===== src/design/dhfk_pkg.sv =====
// Shared constants and elaboration-time helpers for the DH forward-kinematics chain.
// No dependencies; used by the interfaces, the CORDIC unit and the top level.
package dhfk_pkg;

  // Field widths
  localparam int ANGLE_W = 17;
  localparam int LEN_W   = 24;
  localparam int ROT_W   = 16;
  localparam int POS_W   = 32;

  // Default parameter values
  localparam int ROT_FRACTION_BITS_DEF = 14;
  localparam int TRIG_ITERATIONS_DEF   = 16;

  // CORDIC working format: Q40 in a 43-bit signed word
  localparam int WORK_BITS = 40;
  localparam int ZW        = 43;
  localparam int PROD_W    = 55;  // |r| * pi in Q40
  localparam int RA_W      = 13;  // |residual angle|

  localparam longint PI_Q60  = 64'sh3243F6A8885A308D;
  localparam longint PI_Q40  = (PI_Q60 + (64'sd1 <<< 19)) >>> 20;
  localparam longint GAIN_X0 = 64'sh9B74EDA8 <<< (WORK_BITS - 32);

  // Angle units (1/128 degree)
  localparam int FULL_TURN        = 46080;
  localparam int QUARTER_TURN     = 11520;
  localparam int HALF_QUARTER     = 5760;
  localparam int DEG_UNITS_PER_PI = 23040;

  localparam longint ROT_MAX = 32767;
  localparam longint ROT_MIN = -32768;
  localparam longint POS_MAX = 64'sd2147483647;
  localparam longint POS_MIN = -64'sd2147483648;

  // Unsigned shift-subtract division, elaboration time only
  function automatic longint unsigned udiv64(longint unsigned num, longint unsigned den);
    longint unsigned quo;
    longint unsigned rem;
    quo = 0;
    rem = 0;
    for (int b = 63; b >= 0; b--) begin
      rem = {rem[62:0], num[b]};
      quo = quo << 1;
      if (rem >= den) begin
        rem = rem - den;
        quo = quo | 64'd1;
      end
    end
    return quo;
  endfunction

  // arctan(2^-i) in Q40: series summed in Q60, then rounded
  function automatic longint atan_q40(int i);
    longint sum;
    longint term;
    int     k;
    int     sh;
    sum = 0;
    k   = 0;
    if (i == 0) begin
      return ((PI_Q60 >>> 2) + (64'sd1 <<< 19)) >>> 20;
    end
    sh = i;
    while (sh <= 60) begin
      term = longint'(udiv64(64'd1 << (60 - sh), longint'(2 * k + 1)));
      if (k % 2 == 1) sum = sum - term;
      else sum = sum + term;
      k  = k + 1;
      sh = (2 * k + 1) * i;
    end
    return (sum + (64'sd1 <<< 19)) >>> 20;
  endfunction

  // Saturate a narrow signed value to 16 bits
  function automatic logic signed [ROT_W-1:0] sat16(longint v);
    if (v > ROT_MAX) return ROT_W'(ROT_MAX);
    if (v < ROT_MIN) return ROT_W'(ROT_MIN);
    return ROT_W'(v);
  endfunction

endpackage


===== src/design/dhfk_if.sv =====
// Valid/ready channel interfaces: one link item in, one pose item out.
// Depends on dhfk_pkg for field widths.
interface dhfk_link_if;
  import dhfk_pkg::*;
  logic                       valid;
  logic                       ready;
  logic signed [ANGLE_W-1:0]  joint_angle;
  logic signed [ANGLE_W-1:0]  link_twist;
  logic signed [LEN_W-1:0]    link_length;
  logic signed [LEN_W-1:0]    link_offset;
  logic                       chain_start;
  logic                       chain_end;

  modport source (output valid, joint_angle, link_twist, link_length, link_offset,
                  chain_start, chain_end, input ready);
  modport sink (input valid, joint_angle, link_twist, link_length, link_offset,
                chain_start, chain_end, output ready);
endinterface

interface dhfk_pose_if;
  import dhfk_pkg::*;
  logic                     valid;
  logic                     ready;
  logic signed [ROT_W-1:0]  r00, r01, r02, r10, r11, r12, r20, r21, r22;
  logic signed [POS_W-1:0]  pos_x, pos_y, pos_z;

  modport source (output valid, r00, r01, r02, r10, r11, r12, r20, r21, r22,
                  pos_x, pos_y, pos_z, input ready);
  modport sink (input valid, r00, r01, r02, r10, r11, r12, r20, r21, r22,
                pos_x, pos_y, pos_z, output ready);
endinterface


===== src/design/dhfk_cordic.sv =====
// Iterative sine/cosine unit: angle reduction, shift-add scaling to radians with a
// short reciprocal step, then shared-adder CORDIC rotation steps. Depends on dhfk_pkg.
module dhfk_cordic #(
  parameter int ROT_FRACTION_BITS = dhfk_pkg::ROT_FRACTION_BITS_DEF,
  parameter int TRIG_ITERATIONS   = dhfk_pkg::TRIG_ITERATIONS_DEF
) (
  input  logic                                  clk,
  input  logic                                  rst,
  input  logic                                  start,
  input  logic signed [dhfk_pkg::ANGLE_W-1:0]   angle,
  output logic                                  done,
  output logic signed [ROT_FRACTION_BITS+1:0]   cos_out,
  output logic signed [ROT_FRACTION_BITS+1:0]   sin_out
);
  import dhfk_pkg::*;

  localparam int TW  = ROT_FRACTION_BITS + 2;
  localparam int IXW = $clog2(TRIG_ITERATIONS);
  localparam int SH  = WORK_BITS - ROT_FRACTION_BITS;

  // pi in Q40 per angle unit, split into quotient and remainder by 23040
  localparam longint PI_UNIT_Q = PI_Q40 / DEG_UNITS_PER_PI;
  localparam longint PI_UNIT_R = PI_Q40 % DEG_UNITS_PER_PI;
  localparam int     RW_W      = 15;             // remainder < 23040
  localparam int     FP_W      = RA_W + RW_W;    // |r| * remainder
  // 23040 = 45 * 2^9: floor by 2^9, then reciprocal multiply by 1/45
  localparam int     DIV_SH    = 9;
  localparam int     DIV_ODD   = DEG_UNITS_PER_PI >> DIV_SH;
  localparam int     RECIP_SH  = 25;
  localparam int     RECIP_W   = 20;
  localparam longint RECIP_ODD = ((64'sd1 <<< RECIP_SH) + DIV_ODD - 1) / DIV_ODD;
  localparam int     QW        = FP_W - DIV_SH + RECIP_W;

  typedef enum logic [2:0] {C_IDLE, C_MUL, C_DIV, C_ROT, C_FIN} cstate_t;
  cstate_t state;

  logic [1:0]              quad;
  logic                    rneg;
  logic [RA_W-1:0]         ra, ra_abs;
  logic [PROD_W-1:0]       mcand, prod;
  logic [FP_W-1:0]         frac_p;
  logic [QW-1:0]           frac_q;
  logic [5:0]              cnt;
  logic signed [ZW-1:0]    x, y, z;

  // arctangent constants, one per rotation step
  logic signed [ZW-1:0] atan_w [TRIG_ITERATIONS];
  for (genvar g = 0; g < TRIG_ITERATIONS; g++) begin : g_atan
    assign atan_w[g] = ZW'(atan_q40(g));
  end

  // reduce angle into quadrant and residual in [-45, 45) degrees
  logic signed [17:0] v0, v1, v2, v, r0, r;
  logic [1:0]         q0, q1;
  always_comb begin
    v0 = 18'(angle);
    v1 = (v0 < 0) ? v0 + 18'(FULL_TURN) : v0;
    v2 = (v1 < 0) ? v1 + 18'(FULL_TURN) : v1;
    v  = (v2 >= 18'(FULL_TURN)) ? v2 - 18'(FULL_TURN) : v2;
    if (v < 18'(QUARTER_TURN)) q0 = 2'd0;
    else if (v < 18'(2 * QUARTER_TURN)) q0 = 2'd1;
    else if (v < 18'(3 * QUARTER_TURN)) q0 = 2'd2;
    else q0 = 2'd3;
    r0 = v - 18'(QUARTER_TURN) * $signed({16'd0, q0});
    if (r0 >= 18'(HALF_QUARTER)) begin
      r  = r0 - 18'(QUARTER_TURN);
      q1 = q0 + 2'd1;
    end else begin
      r  = r0;
      q1 = q0;
    end
  end

  // scaled magnitude and rotation step datapath
  logic signed [ZW-1:0] zmag, dx, dy, t, cq, sq;
  always_comb begin
    zmag = $signed(ZW'(prod) + ZW'(frac_q[QW-1:RECIP_SH]));
    dx   = y >>> cnt;
    dy   = x >>> cnt;
    t    = atan_w[cnt[IXW-1:0]];
    case (quad)
      2'd0:    begin cq = x;  sq = y;  end
      2'd1:    begin cq = -y; sq = x;  end
      2'd2:    begin cq = -x; sq = -y; end
      default: begin cq = y;  sq = -x; end
    endcase
  end

  always_ff @(posedge clk) begin
    if (rst) begin
      state <= C_IDLE;
      done  <= 1'b0;
    end else begin
      done <= 1'b0;
      case (state)
        C_IDLE: begin
          if (start) begin
            quad   <= q1;
            rneg   <= r < 0;
            ra     <= RA_W'((r < 0) ? -r : r);
            ra_abs <= RA_W'((r < 0) ? -r : r);
            mcand  <= PROD_W'(PI_UNIT_Q);
            prod   <= '0;
            cnt    <= '0;
            state  <= C_MUL;
          end
        end
        // shift-add multiply |r| * quotient part
        C_MUL: begin
          if (ra[0]) prod <= prod + mcand;
          mcand <= mcand << 1;
          ra    <= ra >> 1;
          cnt   <= cnt + 6'd1;
          if (cnt == 6'(RA_W - 1)) begin
            cnt   <= '0;
            state <= C_DIV;
          end
        end
        // remainder part: |r| * rem / 23040 by reciprocal, three steps
        C_DIV: begin
          cnt <= cnt + 6'd1;
          case (cnt)
            6'd0:    frac_p <= FP_W'(ra_abs) * FP_W'(PI_UNIT_R);
            6'd1:    frac_q <= QW'(frac_p[FP_W-1:DIV_SH]) * QW'(RECIP_ODD);
            default: begin
              z     <= rneg ? -zmag : zmag;
              x     <= ZW'(GAIN_X0);
              y     <= '0;
              cnt   <= '0;
              state <= C_ROT;
            end
          endcase
        end
        C_ROT: begin
          if (z >= 0) begin
            x <= x - dx;
            y <= y + dy;
            z <= z - t;
          end else begin
            x <= x + dx;
            y <= y - dy;
            z <= z + t;
          end
          cnt <= cnt + 6'd1;
          if (cnt == 6'(TRIG_ITERATIONS - 1)) state <= C_FIN;
        end
        // quadrant fix-up and round half up
        C_FIN: begin
          cos_out <= TW'((cq + (ZW'(1) <<< (SH - 1))) >>> SH);
          sin_out <= TW'((sq + (ZW'(1) <<< (SH - 1))) >>> SH);
          done    <= 1'b1;
          state   <= C_IDLE;
        end
        default: state <= C_IDLE;
      endcase
    end
  end

endmodule


===== src/design/dh_forward_kinematics_chain_unit.sv =====
// Top level of the modified-DH forward-kinematics chain: sequencer, one shared
// multiplier, accumulated transform. Depends on dhfk_pkg, dhfk_if, dhfk_cordic.

// One link item occupies the block until its transform is committed, plus an emit
// step when chain_end asks for a pose; when chain_start restarts the product, the
// matrix update is skipped.
// The two sine/cosine evaluations run back to back through one iterative CORDIC
// unit (13 shift-add steps, 3 scaling steps and TRIG_ITERATIONS rotations each,
// plus start, idle and finish cycles), and then all link terms and the 36
// products of the 3x4 update pass through a single registered multiplier, each
// product in a multiply phase and then a result phase. link.ready is high only
// between items; a finished pose waits in its output register while the next link
// is taken, and the emit step stalls only while an earlier pose is still held there.
module dh_forward_kinematics_chain_unit #(
  parameter int ROT_FRACTION_BITS = dhfk_pkg::ROT_FRACTION_BITS_DEF,
  parameter int TRIG_ITERATIONS   = dhfk_pkg::TRIG_ITERATIONS_DEF
) (
  input logic        clk,
  input logic        rst,
  dhfk_link_if.sink  link,
  dhfk_pose_if.source pose
);
  import dhfk_pkg::*;

  localparam int F     = ROT_FRACTION_BITS;
  localparam int TW    = F + 2;
  localparam int LW    = TW + 1;
  localparam int PW    = LEN_W + 1;
  localparam int MW    = (LW > PW) ? LW : PW;
  localparam int PRW   = 2 * MW;
  localparam int SW    = PRW + 2;
  localparam int ROT_ONE_I = (F >= 15) ? 32767 : (1 << F);
  localparam logic signed [ROT_W-1:0] ROT_ONE = ROT_W'(ROT_ONE_I);

  typedef enum logic [2:0] {
    S_IDLE, S_TRIG_T, S_TRIG_A, S_LINK, S_MAT, S_COMMIT, S_EMIT
  } state_t;
  state_t state;

  logic signed [ANGLE_W-1:0] theta, alpha;
  logic signed [LEN_W-1:0]   d_off;
  logic                      f_start, f_end;
  logic signed [TW-1:0]      ct, st, ca, sa;
  logic signed [LW-1:0]      lr [9];
  logic signed [PW-1:0]      lp [3];
  logic signed [ROT_W-1:0]   rot [9];
  logic signed [POS_W-1:0]   tacc [3];
  logic signed [ROT_W-1:0]   nrot [9];
  logic signed [POS_W-1:0]   npos [3];
  logic signed [PRW-1:0]     prod_r;
  logic signed [SW-1:0]      sum_r;
  logic [2:0]                cnt;
  logic [1:0]                row, col, kk;
  logic                      ph;
  logic                      cstart;

  // trig unit
  logic                      cdone;
  logic signed [TW-1:0]      ccos, csin;
  dhfk_cordic #(
    .ROT_FRACTION_BITS(ROT_FRACTION_BITS),
    .TRIG_ITERATIONS  (TRIG_ITERATIONS)
  ) u_cordic (
    .clk    (clk),
    .rst    (rst),
    .start  (cstart),
    .angle  ((state == S_TRIG_A) ? alpha : theta),
    .done   (cdone),
    .cos_out(ccos),
    .sin_out(csin)
  );

  // shared multiplier operand select
  logic signed [MW-1:0]  mul_a, mul_b;
  logic [3:0]            rk_idx, lr_idx;
  always_comb begin
    rk_idx = 4'({2'b0, row} * 4'd3 + {2'b0, kk});
    lr_idx = 4'({2'b0, kk} * 4'd3 + {2'b0, col});
    mul_a  = '0;
    mul_b  = '0;
    if (state == S_LINK) begin
      case (cnt)
        3'd0:    begin mul_a = MW'(st);   mul_b = MW'(ca);    end
        3'd1:    begin mul_a = MW'(ct);   mul_b = MW'(ca);    end
        3'd2:    begin mul_a = MW'(st);   mul_b = MW'(sa);    end
        3'd3:    begin mul_a = MW'(ct);   mul_b = MW'(sa);    end
        3'd4:    begin mul_a = -MW'(sa);  mul_b = MW'(d_off); end
        3'd5:    begin mul_a = MW'(ca);   mul_b = MW'(d_off); end
        default: begin mul_a = '0;        mul_b = '0;         end
      endcase
    end else if (state == S_MAT) begin
      mul_a = MW'(rot[rk_idx]);
      mul_b = (col == 2'd3) ? MW'(lp[kk]) : MW'(lr[lr_idx]);
    end
  end

  // rounding of single products and of three-term sums
  logic signed [PRW-1:0]  prod_rnd;
  logic signed [SW-1:0]   s_cur, s_rnd;
  logic signed [SW:0]     t_sum;
  logic signed [ROT_W-1:0] rot_sat;
  logic signed [POS_W-1:0] pos_sat;
  always_comb begin
    prod_rnd = (prod_r + (PRW'(1) <<< (F - 1))) >>> F;
    s_cur    = (kk == 2'd0) ? SW'(prod_r) : sum_r + SW'(prod_r);
    s_rnd    = (s_cur + (SW'(1) <<< (F - 1))) >>> F;
    t_sum    = (SW + 1)'(s_rnd) + (SW + 1)'(tacc[row]);
    if (s_rnd > SW'(ROT_MAX)) rot_sat = ROT_W'(ROT_MAX);
    else if (s_rnd < SW'(ROT_MIN)) rot_sat = ROT_W'(ROT_MIN);
    else rot_sat = ROT_W'(s_rnd);
    if (t_sum > (SW + 1)'(POS_MAX)) pos_sat = POS_W'(POS_MAX);
    else if (t_sum < (SW + 1)'(POS_MIN)) pos_sat = POS_W'(POS_MIN);
    else pos_sat = POS_W'(t_sum);
  end

  assign link.ready = (state == S_IDLE);

  // sequencer, accumulators and output register
  always_ff @(posedge clk) begin
    if (rst) begin
      state      <= S_IDLE;
      cstart     <= 1'b0;
      pose.valid <= 1'b0;
      for (int k = 0; k < 9; k++) rot[k] <= (k % 4 == 0) ? ROT_ONE : '0;
      for (int k = 0; k < 3; k++) tacc[k] <= '0;
    end else begin
      cstart <= 1'b0;
      // the emit step reloads the register itself
      if (pose.valid && pose.ready && state != S_EMIT) pose.valid <= 1'b0;
      case (state)
        S_IDLE: begin
          if (link.valid) begin
            theta   <= link.joint_angle;
            alpha   <= link.link_twist;
            lp[0]   <= PW'(link.link_length);
            d_off   <= link.link_offset;
            f_start <= link.chain_start;
            f_end   <= link.chain_end;
            cstart  <= 1'b1;
            state   <= S_TRIG_T;
          end
        end
        S_TRIG_T: begin
          if (cdone) begin
            ct     <= ccos;
            st     <= csin;
            cstart <= 1'b1;
            state  <= S_TRIG_A;
          end
        end
        S_TRIG_A: begin
          if (cdone) begin
            ca    <= ccos;
            sa    <= csin;
            lr[0] <= LW'(ct);
            lr[1] <= -LW'(st);
            lr[2] <= '0;
            lr[5] <= -LW'(csin);
            lr[8] <= LW'(ccos);
            cnt   <= '0;
            ph    <= 1'b0;
            state <= S_LINK;
          end
        end
        // six rounded link products
        S_LINK: begin
          ph <= ~ph;
          if (!ph) begin
            prod_r <= mul_a * mul_b;
          end else begin
            case (cnt)
              3'd0:    lr[3] <= LW'(prod_rnd);
              3'd1:    lr[4] <= LW'(prod_rnd);
              3'd2:    lr[6] <= LW'(prod_rnd);
              3'd3:    lr[7] <= LW'(prod_rnd);
              3'd4:    lp[1] <= PW'(prod_rnd);
              default: lp[2] <= PW'(prod_rnd);
            endcase
            cnt <= cnt + 3'd1;
            if (cnt == 3'd5) begin
              row   <= '0;
              col   <= '0;
              kk    <= '0;
              state <= f_start ? S_COMMIT : S_MAT;
            end
          end
        end
        // accumulated 3x4 times link transform, one product at a time through the shared multiplier
        S_MAT: begin
          ph <= ~ph;
          if (!ph) begin
            prod_r <= mul_a * mul_b;
          end else begin
            sum_r <= s_cur;
            kk    <= kk + 2'd1;
            if (kk == 2'd2) begin
              kk <= '0;
              if (col == 2'd3) npos[row] <= pos_sat;
              else nrot[rk_idx - 4'd2 + 4'(col)] <= rot_sat;
              col <= col + 2'd1;
              if (col == 2'd3) begin
                row <= row + 2'd1;
                if (row == 2'd2) state <= S_COMMIT;
              end
            end
          end
        end
        S_COMMIT: begin
          for (int k = 0; k < 9; k++)
            rot[k] <= f_start ? sat16(longint'(lr[k])) : nrot[k];
          for (int k = 0; k < 3; k++)
            tacc[k] <= f_start ? POS_W'(lp[k]) : npos[k];
          state <= f_end ? S_EMIT : S_IDLE;
        end
        S_EMIT: begin
          if (!pose.valid || pose.ready) begin
            pose.valid <= 1'b1;
            pose.r00   <= rot[0];
            pose.r01   <= rot[1];
            pose.r02   <= rot[2];
            pose.r10   <= rot[3];
            pose.r11   <= rot[4];
            pose.r12   <= rot[5];
            pose.r20   <= rot[6];
            pose.r21   <= rot[7];
            pose.r22   <= rot[8];
            pose.pos_x <= tacc[0];
            pose.pos_y <= tacc[1];
            pose.pos_z <= tacc[2];
            state      <= S_IDLE;
          end
        end
        default: state <= S_IDLE;
      endcase
    end
  end

  // one item at a time: taking an item closes the input
  a_busy_after_accept: assert property (@(posedge clk) disable iff (rst)
    (link.valid && link.ready) |=> !link.ready)
    else $error("link accepted while busy");

  // trig results only arrive while the sequencer waits for them
  a_cordic_done_expected: assert property (@(posedge clk) disable iff (rst)
    cdone |-> (state == S_TRIG_T || state == S_TRIG_A))
    else $error("unexpected trig completion");

  // reset leaves an identity rotation and zero translation
  a_reset_identity: assert property (@(posedge clk)
    rst |=> (rot[0] == ROT_ONE && rot[4] == ROT_ONE && rot[1] == '0 && tacc[2] == '0))
    else $error("accumulator not at identity after reset");

  // a pose is only loaded from the emit step
  a_emit_source: assert property (@(posedge clk) disable iff (rst)
    $rose(pose.valid) |-> $past(state == S_EMIT))
    else $error("pose raised outside emit step");

endmodule


===== src/flat_wrapper.sv =====
// flat-port wrapper written by rule: the top's interface ports become plain ports
module dh_forward_kinematics_chain_unit_flat import dhfk_pkg::*;
#(
  parameter int ROT_FRACTION_BITS = dhfk_pkg::ROT_FRACTION_BITS_DEF,
  parameter int TRIG_ITERATIONS   = dhfk_pkg::TRIG_ITERATIONS_DEF
)
  (clk, rst, link_valid, link_joint_angle, link_link_twist, link_link_length, link_link_offset, link_chain_start, link_chain_end, link_ready, pose_valid, pose_r00, pose_r01, pose_r02, pose_r10, pose_r11, pose_r12, pose_r20, pose_r21, pose_r22, pose_pos_x, pose_pos_y, pose_pos_z, pose_ready);
  dhfk_link_if link_i ();
  dhfk_pose_if pose_i ();
  input logic clk;
  input logic rst;
  input wire logic [$bits(link_i.valid)-1:0] link_valid;
  input wire logic [$bits(link_i.joint_angle)-1:0] link_joint_angle;
  input wire logic [$bits(link_i.link_twist)-1:0] link_link_twist;
  input wire logic [$bits(link_i.link_length)-1:0] link_link_length;
  input wire logic [$bits(link_i.link_offset)-1:0] link_link_offset;
  input wire logic [$bits(link_i.chain_start)-1:0] link_chain_start;
  input wire logic [$bits(link_i.chain_end)-1:0] link_chain_end;
  output wire logic [$bits(link_i.ready)-1:0] link_ready;
  output wire logic [$bits(pose_i.valid)-1:0] pose_valid;
  output wire logic [$bits(pose_i.r00)-1:0] pose_r00;
  output wire logic [$bits(pose_i.r01)-1:0] pose_r01;
  output wire logic [$bits(pose_i.r02)-1:0] pose_r02;
  output wire logic [$bits(pose_i.r10)-1:0] pose_r10;
  output wire logic [$bits(pose_i.r11)-1:0] pose_r11;
  output wire logic [$bits(pose_i.r12)-1:0] pose_r12;
  output wire logic [$bits(pose_i.r20)-1:0] pose_r20;
  output wire logic [$bits(pose_i.r21)-1:0] pose_r21;
  output wire logic [$bits(pose_i.r22)-1:0] pose_r22;
  output wire logic [$bits(pose_i.pos_x)-1:0] pose_pos_x;
  output wire logic [$bits(pose_i.pos_y)-1:0] pose_pos_y;
  output wire logic [$bits(pose_i.pos_z)-1:0] pose_pos_z;
  input wire logic [$bits(pose_i.ready)-1:0] pose_ready;
  assign link_i.valid = link_valid;
  assign link_i.joint_angle = link_joint_angle;
  assign link_i.link_twist = link_link_twist;
  assign link_i.link_length = link_link_length;
  assign link_i.link_offset = link_link_offset;
  assign link_i.chain_start = link_chain_start;
  assign link_i.chain_end = link_chain_end;
  assign link_ready = link_i.ready;
  assign pose_valid = pose_i.valid;
  assign pose_r00 = pose_i.r00;
  assign pose_r01 = pose_i.r01;
  assign pose_r02 = pose_i.r02;
  assign pose_r10 = pose_i.r10;
  assign pose_r11 = pose_i.r11;
  assign pose_r12 = pose_i.r12;
  assign pose_r20 = pose_i.r20;
  assign pose_r21 = pose_i.r21;
  assign pose_r22 = pose_i.r22;
  assign pose_pos_x = pose_i.pos_x;
  assign pose_pos_y = pose_i.pos_y;
  assign pose_pos_z = pose_i.pos_z;
  assign pose_i.ready = pose_ready;
  dh_forward_kinematics_chain_unit #(.ROT_FRACTION_BITS(ROT_FRACTION_BITS), .TRIG_ITERATIONS(TRIG_ITERATIONS)) u_core (.clk(clk), .rst(rst), .link(link_i), .pose(pose_i));
endmodule

===== config.mk =====
export PLATFORM = sky130hd
export DESIGN_NAME = dh_forward_kinematics_chain_unit_flat
export DESIGN_NICKNAME = d
export VERILOG_FILES = /design/src/design/dhfk_pkg.sv /design/src/design/dhfk_if.sv /design/src/design/dhfk_cordic.sv /design/src/design/dh_forward_kinematics_chain_unit.sv /design/src/flat_wrapper.sv
export SDC_FILE = /design/constraint.sdc
export NUM_CORES = 2
export LEC_CHECK = 0
export BUFFER_PORTS_ARGS = -buffer_cell sky130_fd_sc_hd__buf_2
export CAP_MARGIN = 25
export CORE_ASPECT_RATIO = 0.9
export CORE_UTILIZATION = 40
export DETAILED_ROUTE_END_ITERATION = 12
export PLACE_DENSITY = 0.56
export RECOVER_POWER = 25
export SLEW_MARGIN = 5
export SYNTH_ARGS = -nofsm -noshare
export SYNTH_HDL_FRONTEND = slang
export SYNTH_SLANG_ARGS = --single-unit

===== constraint.sdc =====
create_clock -name clk -period 40.9 [get_ports clk]
set_input_delay 6.135 -clock clk [delete_from_list [all_inputs] [get_ports clk]]
set_output_delay 6.135 -clock clk [all_outputs]
set_load 0.01 [all_outputs]

# Word level (Yosys, flattened, before mapping)
# Memory sizes are Yosys's and may differ from the RTL's. A register that Yosys moved wholly into a read port is not among the register bits.
# Index checks and enable logic that the tools add are counted.
op_classes:
  add_sub_neg: 36
  n_mul: 6
  magnitude_cmp: 32
  n_eq_ne: 39
  n_shift: 2
  muxes: 303
  bitwise: 15
  reduce_logical: 51
op_table:
  columns: ["operator", "count"]
  rows:
  - ["$mux 16", 74]
  - ["$mux 43", 9]
  - ["$pmux 43 s2", 3]
  - ["$mux 32", 8]
  - ["$pmux 42 s3", 2]
  - ["$pmux 55 s2", 2]
  - ["$mux 25", 7]
  - ["$mux 55", 3]
  - ["$gt 17x16->1 const B", 9]
  - ["$lt 17x16->1 const B", 9]
  - ["$mux 1", 131]
  - ["$add 43x43->43", 3]
  - ["$sub 43x43->43", 3]
  - ["$pmux 25 s4", 1]
  - ["$sshr 43x6->43", 2]
  - ["$mux 17", 5]
  - ["$add 42x27->42 const B", 2]
  - ["$neg 42->42", 2]
  - ["$pmux 25 s3", 1]
  - ["$mux 18", 4]
  - ["$reduce_or 17->1", 4]
  - ["$add 55x55->55", 1]
  - ["$gt 53x32->1 const B", 1]
  - ["$lt 53x32->1 const B", 1]
  - ["other kinds (79)", 197]
totals:
  reg_bits: 614
  ram_bits: 708
  rom_bits: 688
  output_inout_bits: 242
  wordCells: 526
  n_memories: 7
memory_table:
  columns: ["name", "depth", "width", "read_ports", "rd_clocked_by_memory_dff", "write_ports", "line", "source"]
  rows:
  - ["(name not given)", 16, 43, 1, 0, 0, "dhfk_cordic.sv:80", "t = atan_w[cnt[IXW-1:0]];"]
  - ["u_core.lr", 9, 17, 10, 0, 5, "dh_forward_kinematics_chain_unit.sv:44", "logic signed [LW-1:0] lr [9];"]
  - ["u_core.nrot", 9, 16, 9, 0, 1, "dh_forward_kinematics_chain_unit.sv:48", "logic signed [ROT_W-1:0] nrot [9];"]
  - ["u_core.rot", 9, 16, 10, 9, 9, "dh_forward_kinematics_chain_unit.sv:46", "logic signed [ROT_W-1:0] rot [9];"]
  - ["u_core.npos", 3, 32, 3, 0, 1, "dh_forward_kinematics_chain_unit.sv:49", "logic signed [POS_W-1:0] npos [3];"]
  - ["u_core.tacc", 3, 32, 4, 4, 3, "dh_forward_kinematics_chain_unit.sv:47", "logic signed [POS_W-1:0] tacc [3];"]
  - ["1 more memories", null, null, null, null, null, null, null]

# Logic depth before layout (Yosys ltp)
logic_depth:
  depth_word: 20
  mapped_depth: 43

# Hierarchy
# A second synthesis with hierarchy kept.
unflattened:
  cells_unflattened: 11152
  hier_area_um2: 116421.7
by_module_without_submodules:
  columns: ["mod", "n_inst", "cells_each", "area_each_um2"]
  rows:
  - ["dh_forward_kinematics_chain_unit", 1, 6663, 76233.1]
  - ["dhfk_cordic", 1, 4489, 40188.5]

# Worst setup path before layout
# OpenSTA, ideal clock, no wires.
synth_timing:
  path_kind: "input port to flip-flop"
  start: "input port rst"
  end: "register u_core.u_cordic.x[0], enable pin"
  arrival_ps: 26442
  required_time_ps: 39597
  path_slack_ps: 13155
  cell_stages: 3
  cell_sequence: "clkbuf_1 clkbuf_1 a2111oi_0"
synth_between:
  elab_chain_cells: 2
synth_lines:
  columns: ["item", "line", "source"]
  rows:
  - ["start: declaration", "flat_wrapper.sv:11", "input logic rst;"]
  - ["$not 1->1 (no line)", null, null]
  - ["$reduce_and 3->1 (no line)", null, null]
  - ["end signal: assignment", "dhfk_cordic.sv:127", "x <= ZW'(GAIN_X0);"]
  - ["end signal: assignment", "dhfk_cordic.sv:136", "x <= x - dx;"]
  - ["end signal: assignment", "dhfk_cordic.sv:140", "x <= x + dx;"]
  - ["end: declaration", "dhfk_cordic.sv:44", "logic signed [ZW-1:0] x, y, z;"]
# No other way between the ends.
# A chain may end at the register's enable or synchronous reset.

# Worst setup path in the final report
layout_timing:
  start: "register u_core.u_cordic.cnt[0]"
  end: "register u_core.u_cordic.y[41] (data pin)"
layout_between:
  elab_chain_cells: 4
  elab_cells_between_ends: 5
layout_lines:
  columns: ["item", "line", "source"]
  rows:
  - ["start: declaration", "dhfk_cordic.sv:43", "logic [5:0] cnt;"]
  - ["start signal: assignment", "dhfk_cordic.sv:113", "cnt <= cnt + 6'd1;"]
  - ["start signal: assignment", "dhfk_cordic.sv:121", "cnt <= cnt + 6'd1;"]
  - ["start signal: assignment", "dhfk_cordic.sv:144", "cnt <= cnt + 6'd1;"]
  - ["$sshr 43x6->43 *", "dhfk_cordic.sv:79", "dy = x >>> cnt;"]
  - ["$sub 43x43->43 / $add 43x43->43 (equally long branches)", "dhfk_cordic.sv:141, dhfk_cordic.sv:137", null]
  - ["$mux 43 *", "dhfk_cordic.sv:135", "if (z >= 0) begin"]
  - ["$pmux 43 s2 *", "dhfk_cordic.sv:95", "case (state)"]
  - ["end signal: assignment", "dhfk_cordic.sv:137", "y <= y + dy;"]
  - ["end signal: assignment", "dhfk_cordic.sv:141", "y <= y - dy;"]
  - ["end: declaration", "dhfk_cordic.sv:44", null]
# Every way passes the cells marked *; elsewhere a longest branch is shown, timed or not.

==> results.txt <==
----------------------------------------------------
[Worst setup path]
  Endpoint of the worst register-to-register path ... u_core.u_cordic.y[41]
  Cell repeated most along the worst path ... o21ai_0
  Critical path capture point type ... register
  Critical path peak fanout ... approximately 100
  Arr. time, crit path ... 14190 ps
  R2r worst-path depth ... 28
  Critical path required time ... between 40000 and 50000 ps
  Type of element launching the critical path ... register
  Kind of cell adding the most delay to the critical path ... buffers and inverters
  Class of the most critical setup path ... register to register
  Critical Path Max Stage Delay ... between 5000 and 6000 ps
  Setup slack on the worst flop-to-flop path ... about 27000 ps
  Worst Path Buf+Inv ... 2
  Slowest library cell on the worst path ... clkbuf_1
  Reg-to-reg startpoint ... u_core.u_cordic.cnt[0]

[Global routing]
  Via count of the first global-routing pass ... 83909
  First-pass GRT wire length ... approximately 540000 um
  Congestion Overflow GR ... 0
  Number of antenna violations at the first check in global routing ... 12
  Pin count of the biggest net entering global routing ... ~160
  Combined global-route utilization of all metal layers ... around 24%

[Clock tree]
  Level count of the clock H-tree ... 4
  Number of hold buffers added after CTS ... 0
  Buffer count from post-CTS setup fixing ... 0
  Resized cells post-CTS ... 0
  Root buf cell ... clkbuf_16
  Inserted Clock Buffers ... roughly 180
  Reg clk slew, reported paths ... ~60 ps
  Insertion delay of the later-clocked pin in the worst-skew pair ... 880 ps
  CTS tree ... yes
  Max Buffers Root-to-Sink ... 4
  # clock sinks ... 1486

[STA]
  Final worst-path setup slack ... around 27000 ps
  Max-Slew Margin vs Limit ... -385%
  Achievable Freq ... approximately 73 MHz
  Transition at the pin with the smallest max-transition slack ... around 7300 ps
  Total negative setup slack ... 0 ps
  Unrepaired setup endpoints after global routing ... no
  # setup viols final ... 0
  Final Hold Vio Count ... 0
  Final critical path time including I/O delays and setup ... 13660 ps
  Worst hold slack ... slightly above 400 ps
  Setup skew after layout ... 93.3 ps
  Number of pins exceeding their max-slew limit in the final report ... approximately 520
  Final critical-path share of the clock period ... 33.4%

[Place]
  Final estimated routing congestion in global placement ... approximately 0.98
  Worst setup slack before clock tree synthesis ... roughly 29000 ps
  Instance area after placement ... ~120000 um2
  DP Wirelength ... about 280000 um
  Input/output buffers ... between 300 and 400

[Die]
  Initial standard-cell utilization of the core ... around two fifths
  Vertical die dimension ... slightly above 500 um
  Core Footprint ... around 290000 um2
  Number of I/O pins ... between 300 and 400
  Area enclosed by the die boundary ... 291000 um2
  Number of core rows ... about 190
  Die Wd ... roughly 570 um

[Logic synthesis]
  Register bit count reported by yosys ... roughly 1500
  Post-Synthesis Net Count ... 12527
  Total standard cell area after synthesis ... ~120000 um2
  Cell taking the most area after synthesis ... edfxtp_1
  Synth cell types ... about 120
  Top cell types by occurrence after synthesis ... 1473 x edfxtp_1, 1072 x inv_1, 1033 x nor2_1, 1029 x nand2_1, 802 x fa_1
  Register area share after synthesis ... between 30% and 40%
  Most frequent cell after synthesis ... edfxtp_1
  Post-synth EDFFs ... 1473
  Async set-or-reset flop fraction in the synthesized netlist ... 0%
  Mean area per synthesized cell ... approximately 11 um2
  Gate Count Post-Synth ... between 10000 and 15000
  Primary flip-flop cell chosen by synthesis mapping ... edfxtp_1
  Number of warnings reported in the yosys synthesis log ... 0
  Top cells by area, synth ... edfxtp_1 38%, fa_1 14%, ha_1 7.4%, inv_1 3.5%, nor2_1 3.4%
  Area share of the largest cell type after synthesis ... between 30% and 40%

[Cells and area]
  Count of nets after finishing ... ~13000
  Area growth syn-to-layout ... 10.4%
  Finished Cell Area ... 127000 um2
  Share of post-route cells with drive strength above 1 ... 10.2%

[Min path]
  Hold Path Stages ... 0
  Hold EP ... pose_pos_x[23]
  HP Start ... u_core.tacc[0][23]
  Min-Delay Path Class ... register to register

[Power]
  Power per cell area ... between 50 and 60 nW/um2
  Total chip power ... 6.86 mW
  Leakage ... ~52 nW
  Worst vdd ir ... roughly 0.12 mV
  Sequential share of power ... 29.1%
  Proportion of power drawn by combinational gates ... a little under half
  Sw frac ... 39.1%
  Net load switching power ... ~2.7 mW
  Internal cell power ... 4.18 mW
  Fraction of power consumed by the clock network ... ~23%

[Detailed routing]
  Total wire length after detailed routing ... approximately 360000 um
  DRC violation total after the first TritonRoute iteration ... ~8000
  Via Count ... 84893
  Drt wl/cell ... ~24 um
  Number of antenna-violating nets in the routed design ... 0
  First-pass DRT Iterations ... 12
  Number of remaining DRC errors ... 0
  Per-cell via count in the routed design ... ~5.6

[Flow run]
  Max-capacitance violation count ... 16

[Outcome]
  Failing checks ... max-capacitance violations, max-slew violations
  Outcome ... finished with violations

----------------------------------------------------
state kept, by name, summed over array words and instances (netlist names), 24 cells and up, named ones only:
| register | count |
|---|---|
| pose_pos_x | 32 |
| u_core.u_cordic.z | 43 |
| u_core.u_cordic.prod | 43 |
| u_core.rot | 144 |
| u_core.u_cordic.mcand | 43 |
| u_core.sum_r | 52 |
| u_core.prod_r | 50 |
| pose_pos_z | 32 |
| u_core.d_off | 24 |
| u_core.tacc | 96 |
| u_core.u_cordic.x | 43 |
| u_core.u_cordic.y | 43 |
| u_core.lp | 74 |
| u_core.nrot | 144 |
| u_core.npos | 96 |
| pose_pos_y | 32 |
| u_core.lr | 134 |
power groups by stage:
| stage | logic (mW) | clock network (mW) | registers, mW |
|---|---|---|---|
| 2_1_floorplan | 2.51 | 0 | 2.01 |
| 3_3_place_gp | 3.20 | 0 | 2.03 |
| 3_5_place_dp | 3.25 | 0 | 2.03 |
| 4_1_cts | 3.28 | 1.61 | 2.00 |
| 5_1_grt | 3.68 | 1.66 | 2.01 |
| 6_report | 3.28 | 1.58 | 2.00 |
cells in the final DEF, fill, tap and decap left out, drive strengths merged, types with 59 or more instances in the layout:
cell type,count
nor2b,74
xnor2,438
fa,802
a21o,172
edfxtp,1473
a31oi,59
ha,678
clkinv,65
a211oi,66
buf,486
mux2i,260
nand3,182
o21a,68
mux4,152
inv,1083
nand2b,139
clkbuf,234
nand2,1029
a21oi,671
or2,59
and3,80
and2,113
nor3,176
nor2,1033
o21ai,585
o31ai,59
mux2,73
xor2,227
cells by family after synthesis:
logic type,count (synthesis),synth area share (%)
fa+ha+maj,1481,21.3
xor+xnor,666,5.07
compound gates,2129,11.6
flops,1486,38.6
mux,485,5.94
buf+inv,1566,5.14
simple gates,3146,12.5
how the worst max path moves through the flow:
stage,start,end,cells past startpoint
4_1_cts,u_core.kk[1],u_core.prod_r[46],34
6_report,u_core.u_cordic.cnt[0],u_core.u_cordic.y[41],28
3_3_place_gp,u_core.kk[1],u_core.prod_r[46],34
2_1_floorplan,rst,u_core.u_cordic.x[0],3
5_1_grt,u_core.u_cordic.cnt[0],u_core.u_cordic.y[41],29
3_5_place_dp,u_core.kk[1],u_core.prod_r[46],34
per-layer routing:
layer / wire length (um) / global-route usage (%) / vias to the layer above
met4: 13700 / 8.19 / 2
met3: 26600 / 3.91 / 536
met2: 160000 / 37.8 / 3280
li1: - / - / 38791
met1: 159000 / 34.6 / 42284
met5: 12 / 0 / -
area by class of cell:
class                           instances  area, um2
Multi-Input combinational cell       7907      65200
Sequential cell                      1486      44500
Fill cell                           26668     159000
Inverter                             1080       4060
Timing Repair Buffer                  509       3150
Antenna cell                            6       15.0
Tap cell                             3760       4700
Clock buffer                          212       4610
Clock inverter                        101       1040
worst reg2reg max path: cells and delay by family (launching register included):
kind,cells,cell delay [ps]
flip-flops,1,310
buffers and inverters,2,5350
XOR/XNOR,2,470
adder cells (fa/ha/maj),2,550
AO/OA/AOI/OAI,13,3620
AND/OR/NAND/NOR,7,1410
multiplexers,2,1660
through the flow:
step	cells	utilization [%]
floorplan	10959	-
global placement	14717	42.5
detailed placement	14732	42.5
CTS	15045	44.5
global route	15058	44.5
finish	15061	44.5
Power figures use the tool's default switching activity.
